==> src/hdl/tlbr_pkg.sv <==
package tlbr_pkg;

    localparam int TLB_ENTRIES_DEF      = 64;
    localparam int STACK_PAGES_DEF      = 18;
    localparam int PAGE_OFFSET_BITS_DEF = 12;

    localparam int ADDR_W      = 32;
    localparam int PAGES_W     = 20;
    localparam int CFG_INDEX_W = 3;
    localparam int SLOT_OUT_W  = 6;

    localparam logic [ADDR_W-1:0]     STACK_TOP_RESET = 32'h8000_0000;
    localparam logic [ADDR_W-1:0]     ENTRY_VALID_BIT = 32'h0000_0200;
    localparam logic [ADDR_W-1:0]     ENTRY_DIRTY_BIT = 32'h0000_0400;

    localparam logic [CFG_INDEX_W-1:0] REG_CODE_BASE  = 3'd0;
    localparam logic [CFG_INDEX_W-1:0] REG_CODE_PAGES = 3'd1;
    localparam logic [CFG_INDEX_W-1:0] REG_DATA_BASE  = 3'd2;
    localparam logic [CFG_INDEX_W-1:0] REG_DATA_PAGES = 3'd3;
    localparam logic [CFG_INDEX_W-1:0] REG_STACK_TOP  = 3'd4;

    typedef enum logic [1:0] {
        KIND_FAULT = 2'd0,
        KIND_CODE  = 2'd1,
        KIND_DATA  = 2'd2,
        KIND_STACK = 2'd3
    } kind_t;

    typedef struct packed {
        logic [ADDR_W-1:0]  code_base;
        logic [PAGES_W-1:0] code_pages;
        logic [ADDR_W-1:0]  data_base;
        logic [PAGES_W-1:0] data_pages;
        logic [ADDR_W-1:0]  stack_top;
    } cfg_t;

    typedef struct packed {
        logic load;
        logic bounds;
        logic classify;
        logic commit;
    } cmd_t;

endpackage

==> src/hdl/tlbr_cfg.sv <==
module tlbr_cfg (
    input  logic                             clk,
    input  logic                             rst_n,
    input  logic                             cfg_valid,
    output logic                             cfg_ready,
    input  logic [tlbr_pkg::CFG_INDEX_W-1:0] cfg_index,
    input  logic [tlbr_pkg::ADDR_W-1:0]      cfg_data,
    output tlbr_pkg::cfg_t                   cfg
);
    import tlbr_pkg::*;

    cfg_t cfg_reg;
    cfg_t cfg_next;

    assign cfg_ready = 1'b1;
    assign cfg      = cfg_reg;

    always_comb
    begin
        cfg_next = cfg_reg;
        if (cfg_valid)
        begin
            case (cfg_index)
                REG_CODE_BASE:  cfg_next.code_base  = cfg_data;
                REG_CODE_PAGES: cfg_next.code_pages = cfg_data[PAGES_W-1:0];
                REG_DATA_BASE:  cfg_next.data_base  = cfg_data;
                REG_DATA_PAGES: cfg_next.data_pages = cfg_data[PAGES_W-1:0];
                REG_STACK_TOP:  cfg_next.stack_top  = cfg_data;
                default:        cfg_next = cfg_reg;
            endcase
        end
    end

    always_ff @(posedge clk or negedge rst_n)
    begin
        if (!rst_n)
        begin
            cfg_reg.code_base  <= '0;
            cfg_reg.code_pages <= '0;
            cfg_reg.data_base  <= '0;
            cfg_reg.data_pages <= '0;
            cfg_reg.stack_top  <= STACK_TOP_RESET;
        end
        else
        begin
            cfg_reg <= cfg_next;
        end
    end

endmodule

==> src/hdl/tlbr_ctrl.sv <==
module tlbr_ctrl (
    input  logic           clk,
    input  logic           rst_n,
    input  logic           start,
    output logic           busy,
    output tlbr_pkg::cmd_t cmd
);
    import tlbr_pkg::*;

    typedef enum logic [3:0] {
        ST_IDLE   = 4'b0001,
        ST_BOUNDS = 4'b0010,
        ST_CLASS  = 4'b0100,
        ST_COMMIT = 4'b1000
    } state_t;

    state_t state_reg;
    state_t state_next;

    always_comb
    begin
        state_next = state_reg;
        case (state_reg)
            ST_IDLE:   if (start) state_next = ST_BOUNDS;
            ST_BOUNDS: state_next = ST_CLASS;
            ST_CLASS:  state_next = ST_COMMIT;
            ST_COMMIT: state_next = ST_IDLE;
            default:   state_next = ST_IDLE;
        endcase
    end

    always_ff @(posedge clk or negedge rst_n)
    begin
        if (!rst_n)
        begin
            state_reg <= ST_IDLE;
        end
        else
        begin
            state_reg <= state_next;
        end
    end

    assign busy         = (state_reg != ST_IDLE);
    assign cmd.load     = start && (state_reg == ST_IDLE);
    assign cmd.bounds   = (state_reg == ST_BOUNDS);
    assign cmd.classify = (state_reg == ST_CLASS);
    assign cmd.commit   = (state_reg == ST_COMMIT);

endmodule

==> src/hdl/tlbr_dp.sv <==
module tlbr_dp #(
    parameter int TLB_ENTRIES      = tlbr_pkg::TLB_ENTRIES_DEF,
    parameter int STACK_PAGES      = tlbr_pkg::STACK_PAGES_DEF,
    parameter int PAGE_OFFSET_BITS = tlbr_pkg::PAGE_OFFSET_BITS_DEF
) (
    input  logic                            clk,
    input  logic                            rst_n,
    input  tlbr_pkg::cmd_t                  cmd,
    input  tlbr_pkg::cfg_t                  cfg,
    input  logic [tlbr_pkg::ADDR_W-1:0]     fault_address,
    input  logic [tlbr_pkg::ADDR_W-1:0]     frame_address,
    output logic                            done,
    output logic [1:0]                      segment_kind,
    output logic [tlbr_pkg::SLOT_OUT_W-1:0] slot_index,
    output logic [tlbr_pkg::ADDR_W-1:0]     entry_high,
    output logic [tlbr_pkg::ADDR_W-1:0]     entry_low,
    output logic                            took_free_slot
);
    import tlbr_pkg::*;

    localparam int SLOT_W = $clog2(TLB_ENTRIES);
    localparam int FILL_W = $clog2(TLB_ENTRIES + 1);
    // segment ends are kept unwrapped, so one bit beyond the widest sum
    localparam int SUM_W  = ((PAGES_W + PAGE_OFFSET_BITS) > ADDR_W ?
                             (PAGES_W + PAGE_OFFSET_BITS) : ADDR_W) + 1;
    localparam logic [SUM_W-1:0]  STACK_SPAN = SUM_W'(STACK_PAGES) << PAGE_OFFSET_BITS;
    localparam logic [FILL_W-1:0] FILL_FULL  = FILL_W'(TLB_ENTRIES);
    localparam logic [SLOT_W-1:0] SLOT_LAST  = SLOT_W'(TLB_ENTRIES - 1);
    localparam logic [ADDR_W-1:0] PAGE_MASK  = ~((ADDR_W'(1) << PAGE_OFFSET_BITS) - ADDR_W'(1));

    // word held for the refill in flight
    logic [ADDR_W-1:0] page_reg;
    logic [ADDR_W-1:0] frame_reg;
    logic [SUM_W-1:0]  code_top_reg;
    logic [SUM_W-1:0]  data_top_reg;
    logic [ADDR_W-1:0] stack_base_reg;
    kind_t             kind_reg;
    kind_t             kind_next;

    // slots fill in ascending order and are never freed, so the lowest
    // free slot is always the fill count
    logic [FILL_W-1:0] fill_reg;
    logic [SLOT_W-1:0] ptr_reg;
    logic              done_reg;

    logic [1:0]            kind_out_reg;
    logic [SLOT_W-1:0]     slot_out_reg;
    logic [ADDR_W-1:0]     high_out_reg;
    logic [ADDR_W-1:0]     low_out_reg;
    logic                  free_out_reg;

    logic [SUM_W-1:0]  stack_top_ext;
    logic [SUM_W-1:0]  page_ext;
    logic [SUM_W-1:0]  stack_diff;
    logic              is_free;
    logic [SLOT_W-1:0] slot_sel;
    logic [ADDR_W-1:0] low_sel;
    logic              hit;

    assign stack_top_ext = SUM_W'(cfg.stack_top);
    assign stack_diff    = stack_top_ext - STACK_SPAN;
    assign page_ext      = SUM_W'(page_reg);

    always_comb
    begin
        kind_next = KIND_FAULT;
        if (page_reg >= cfg.code_base && page_ext < code_top_reg)
            kind_next = KIND_CODE;
        else if (page_reg >= cfg.data_base && page_ext < data_top_reg)
            kind_next = KIND_DATA;
        else if (page_reg >= stack_base_reg && page_reg < cfg.stack_top)
            kind_next = KIND_STACK;
    end

    assign hit      = (kind_reg != KIND_FAULT);
    assign is_free  = (fill_reg != FILL_FULL);
    assign slot_sel = is_free ? fill_reg[SLOT_W-1:0] : ptr_reg;
    assign low_sel  = (kind_reg == KIND_CODE) ?
                      ((frame_reg & ~ENTRY_DIRTY_BIT) | ENTRY_VALID_BIT) :
                      (frame_reg | ENTRY_DIRTY_BIT | ENTRY_VALID_BIT);

    always_ff @(posedge clk)
    begin
        if (cmd.load)
        begin
            page_reg  <= fault_address & PAGE_MASK;
            frame_reg <= frame_address;
        end
        if (cmd.bounds)
        begin
            code_top_reg   <= SUM_W'(cfg.code_base) +
                              (SUM_W'(cfg.code_pages) << PAGE_OFFSET_BITS);
            data_top_reg   <= SUM_W'(cfg.data_base) +
                              (SUM_W'(cfg.data_pages) << PAGE_OFFSET_BITS);
            stack_base_reg <= (stack_top_ext >= STACK_SPAN) ?
                              stack_diff[ADDR_W-1:0] : '0;
        end
        if (cmd.classify)
        begin
            kind_reg <= kind_next;
        end
        if (cmd.commit)
        begin
            kind_out_reg <= kind_reg;
            slot_out_reg <= hit ? slot_sel : '0;
            high_out_reg <= hit ? page_reg : '0;
            low_out_reg  <= hit ? low_sel : '0;
            free_out_reg <= hit && is_free;
        end
    end

    always_ff @(posedge clk or negedge rst_n)
    begin
        if (!rst_n)
        begin
            fill_reg <= '0;
            ptr_reg  <= '0;
            done_reg <= 1'b0;
        end
        else
        begin
            done_reg <= cmd.commit;
            if (cmd.commit && hit)
            begin
                if (is_free)
                    fill_reg <= fill_reg + FILL_W'(1);
                else if (ptr_reg == SLOT_LAST)
                    ptr_reg <= '0;
                else
                    ptr_reg <= ptr_reg + SLOT_W'(1);
            end
        end
    end

    assign done           = done_reg;
    assign segment_kind   = kind_out_reg;
    assign slot_index     = SLOT_OUT_W'(slot_out_reg);
    assign entry_high     = high_out_reg;
    assign entry_low      = low_out_reg;
    assign took_free_slot = free_out_reg;

endmodule

==> src/hdl/tlb_refill_segment_round_robin.sv <==
// A refill steps through the bounds, classify and commit states after start; done is registered from commit.
// busy is high from the bounds state through commit; start is ignored while busy, so refills never overlap.
// The three steps are segment-end arithmetic, bound compares and slot choice.
// Results come with a one-cycle done strobe; the receiver cannot stall.
// Reset empties every slot, zeroes the victim pointer and loads the default bounds.
module tlb_refill_segment_round_robin #(
    parameter int TLB_ENTRIES      = tlbr_pkg::TLB_ENTRIES_DEF,
    parameter int STACK_PAGES      = tlbr_pkg::STACK_PAGES_DEF,
    parameter int PAGE_OFFSET_BITS = tlbr_pkg::PAGE_OFFSET_BITS_DEF
) (
    input  logic                             clk,
    input  logic                             rst_n,
    input  logic                             start,
    output logic                             busy,
    input  logic [tlbr_pkg::ADDR_W-1:0]      fault_address,
    input  logic [tlbr_pkg::ADDR_W-1:0]      frame_address,
    output logic                             done,
    output logic [1:0]                       segment_kind,
    output logic [tlbr_pkg::SLOT_OUT_W-1:0]  slot_index,
    output logic [tlbr_pkg::ADDR_W-1:0]      entry_high,
    output logic [tlbr_pkg::ADDR_W-1:0]      entry_low,
    output logic                             took_free_slot,
    input  logic                             cfg_valid,
    output logic                             cfg_ready,
    input  logic [tlbr_pkg::CFG_INDEX_W-1:0] cfg_index,
    input  logic [tlbr_pkg::ADDR_W-1:0]      cfg_data
);
    import tlbr_pkg::*;

    cfg_t cfg;
    cmd_t cmd;

    tlbr_cfg u_cfg (
        .clk       (clk),
        .rst_n     (rst_n),
        .cfg_valid (cfg_valid),
        .cfg_ready (cfg_ready),
        .cfg_index (cfg_index),
        .cfg_data  (cfg_data),
        .cfg       (cfg)
    );

    tlbr_ctrl u_ctrl (
        .clk   (clk),
        .rst_n (rst_n),
        .start (start),
        .busy  (busy),
        .cmd   (cmd)
    );

    tlbr_dp #(
        .TLB_ENTRIES      (TLB_ENTRIES),
        .STACK_PAGES      (STACK_PAGES),
        .PAGE_OFFSET_BITS (PAGE_OFFSET_BITS)
    ) u_dp (
        .clk            (clk),
        .rst_n          (rst_n),
        .cmd            (cmd),
        .cfg            (cfg),
        .fault_address  (fault_address),
        .frame_address  (frame_address),
        .done           (done),
        .segment_kind   (segment_kind),
        .slot_index     (slot_index),
        .entry_high     (entry_high),
        .entry_low      (entry_low),
        .took_free_slot (took_free_slot)
    );

endmodule

==> config.mk <==
export PLATFORM = sky130hd
export DESIGN_NAME = tlb_refill_segment_round_robin
export DESIGN_NICKNAME = d
export VERILOG_FILES = /design/src/hdl/tlbr_pkg.sv /design/src/hdl/tlbr_cfg.sv /design/src/hdl/tlbr_ctrl.sv /design/src/hdl/tlbr_dp.sv /design/src/hdl/tlb_refill_segment_round_robin.sv
export SDC_FILE = /design/constraint.sdc
export NUM_CORES = 1
export LEC_CHECK = 0
export BUFFER_PORTS_ARGS = -buffer_cell sky130_fd_sc_hd__buf_2
export CORE_MARGIN = 2
export CORE_UTILIZATION = 30
export DETAILED_ROUTE_END_ITERATION = 8
export GPL_TIMING_DRIVEN = 0
export SLEW_MARGIN = 20
export SYNTH_ARGS = -nofsm -noshare
export SYNTH_HDL_FRONTEND = slang
export SYNTH_HIERARCHICAL = 1
export SYNTH_SLANG_ARGS = --single-unit
==> constraint.sdc <==
create_clock -name clk -period 12 [get_ports clk]
set_input_delay 2.4 -clock clk [delete_from_list [all_inputs] [get_ports clk]]
set_output_delay 2.4 -clock clk [all_outputs]
set_load 0.1 [all_outputs]
==> qor.csv <==
metric,value,unit
syn avg cell area,12.6,µm²
Residual DRC,0,
Hold WS,0.457,ns
core area,0.0614,mm²
Pleak,9.39,nW
"Cell Area, Synth",0.0185,mm²
Buffers on Ports,151,
worst path cell trace,clkbuf_2 -> or4b_1 -> buf_2,
Worst setup SP type,flip-flop,
CTS Buf Count,41,
mux contribution to synthesized area,8.43,%
Sw Pwr,1.36,mW
worst setup path class,reg -> out,
Skew-Pair Late Insertion Delay,0.58,ns
RSZ-0062 raised after global routing,false,
vias in the first global route,12600,
DRT iter0 DRCs,715,
overall global routing resource usage,14.2,%
CTS sink cnt,365,
max-slew violations,0,
relative slew slack,35.3,%
FMAX,231,MHz
Vias,12100,
run status,finished clean,
TritonCTS clock tree,yes,
CTS max path bufs,3,
final core occ,35.5,%
setup TNS,0,ns
DR WL/cell,17.8,µm
DR vias/cell,4.79,
Post-DRT Antenna Nets,0,
max reg flops,136,
"Top FF cell, synth",edfxtp_1,
Synth Area in Compound Gates,8.32,%
DPL Wire Length,34300,µm
sequential area share after synthesis,55.0,%
CP peak stage delay,0.51,ns
H-tree depth,2,
main combinational cell family by area after synthesis,adder cells,
clock share of power,28.6,%
DIE AREA,0.0637,mm²
share of cells above drive strength 1,23.6,%
first-pass GRT wire length,69300,µm
Synth cell types,81,
Pint,2.84,mW
xor-xnor portion of the synthesized cell area,2.18,%
critical path data arrival time,1.92,ns
clk root buf,clkbuf_16,
CTS resizes,0,
Synth Instances,1475,
Synth Area in Adders,11.3,%
final WL,45100,µm
fin nets,1976,
share of power burned in registers,42.7,%
Rows,91,
CP required,9.60,ns
Critical Path Sink Type,primary output,
Hold Fails Final Rpt,0,
skew final,0.0321,ns
total global routing overflow,0,
Ys Warns,6,
Layout area overhead,17.8,%
max_cap viols,0,
CTS Hold Bufs,0,
asr flop ratio synth,42.2,%
# diodes,0,
crit path time final,4.32,ns
simple-gate share of the synthesized area,10.0,%
largest net degree at the start of global routing,85,
Die X,252,µm
Ports,179,
Least-Margin Pin Slew,0.947,ns
worst hold path type,reg -> reg,
Net Sw Frac,32.4,%
logic gate share of total power,28.7,%
worst vdd ir,90.8,µV
PD cells,193,mW/mm²
Pre-antenna DRT Iters,5,
initial core utilization,30.2,%
Pwr Total,4.20,mW
Tcrit/Tclk final,36.0,%
Final setup viols,0,
"EDFF count, synth",211,
initial antenna violation count,5,
#FFs+latches synth,365,
clk slew on worst S/H paths,0.06,ns
Crit-path slowest cell,or4b_1,
crit path max fanout,8,
RD Place Congestion,0.875,
fill count,5936,
die height,252,µm
postcts setup bufs,0,
routing by layer:
layer / track usage (%) / vias up / routed length, µm
met1: 19.0 / 5860 / 20800
met2: 23.3 / 337 / 20600
li1: - / 5845 / -
met3: 2.40 / 73 / 2470
met4: 4.94 / 2 / 1200
met5: 0 / - / 13
cell type report:
type	count	area (µm²)	share of cell area, %
Sequential cell	365	10200	46.7
Inverter	144	541	2.48
Clock buffer	58	1110	5.09
Multi-Input combinational cell	930	7520	34.5
Buffer	47	325	1.49
Clock inverter	16	156	0.717
Tap cell	790	988	4.53
Timing Repair Buffer	178	978	4.49
per-stage QoR:
stage,worst slack (ns),instances,instance area (µm²)
2_1_floorplan,3.11,1486,18600
3_3_place_gp,-0.753,2427,20300
3_5_place_dp,7.74,2454,20500
4_1_cts,7.64,2528,21800
5_1_grt,7.59,2528,21800
6_report,7.68,2528,21800
cell usage after synthesis, drive strengths merged (6+ instances only):
cell type	instances	area share, %
inv	144	2.9
a211oi	10	0.41
xor2	9	0.43
o21ai	38	1.0
nand3	24	0.65
nor2	67	1.4
a21o	39	1.6
xnor2	37	1.7
dfrtp	152	21
a211o	7	0.33
mux2	136	8.3
nor4	22	0.82
nor4b	6	0.36
and2	56	1.9
a21oi	73	2.0
clkbuf	14	0.29
nand2	46	0.95
or3	6	0.20
and3	9	0.30
nor3	30	0.86
ha	164	11
o21a	7	0.28
nor2b	20	0.68
o211ai	7	0.28
buf	33	1.5
nand4	18	0.61
edfxtp	211	34
power groups by stage:
| stage | clock network, mW | registers (mW) | logic (mW) |
|---|---|---|---|
| floorplan | 0 | 1.79 | 0.885 |
| global placement | 0 | 1.85 | 1.13 |
| detailed placement | 0 | 1.82 | 1.20 |
| finish | 1.20 | 1.79 | 1.21 |
| CTS | 1.24 | 1.80 | 1.21 |
| global route | 1.29 | 1.83 | 1.36 |
final timing paths:
check,cells past startpoint,startpoint,end,slack (ns)
setup / recovery,3,u_ctrl/state_reg[2],busy,7.68
hold / removal,0,u_dp/kind_reg[0],u_dp/segment_kind[0],0.46
setup reg to reg,8,u_dp/page_reg[13],u_dp/kind_reg[0],8.71
hold reg to reg,0,u_dp/kind_reg[0],u_dp/segment_kind[0],0.46
max in group asynchronous,2,rst_n,u_cfg/cfg[31],9.37
min in group asynchronous,1,rst_n,u_cfg/cfg[99],1.79
placed cells by master (no fill, tap or decap), drive strengths merged, types with 12 or more instances in the layout:
cell | Yosys | routed
nor2 | 67 | 67
clkbuf | 14 | 72
nand4 | 18 | 18
clkinv | 0 | 12
mux2 | 136 | 136
conb | 2 | 13
nor4 | 22 | 22
a21o | 39 | 39
o21ai | 38 | 38
xnor2 | 37 | 37
inv | 144 | 146
nor2b | 20 | 20
nand3 | 24 | 24
edfxtp | 211 | 211
and2 | 56 | 56
a21oi | 73 | 73
nand2 | 46 | 46
ha | 164 | 164
buf | 33 | 211
nor3 | 30 | 30
dfrtp | 152 | 152
critical path: cells and delay by family (launching register included):
family | cells | cell delay [ns]
flip-flops | 1 | 0.35
AND/OR/NAND/NOR | 1 | 0.51
buffers and inverters | 2 | 0.48
cell families (layout without fill, tap and decap cells):
| logic type | after synthesis | in the layout |
|---|---|---|
| other cells | 2 | 13 |
| flops | 365 | 365 |
| buf+inv | 191 | 443 |
| simple gates | 333 | 333 |
| compound gates | 233 | 233 |
| mux | 139 | 139 |
| xor+xnor | 46 | 46 |
| fa+ha+maj | 166 | 166 |
Power figures use the tool's default switching activity.
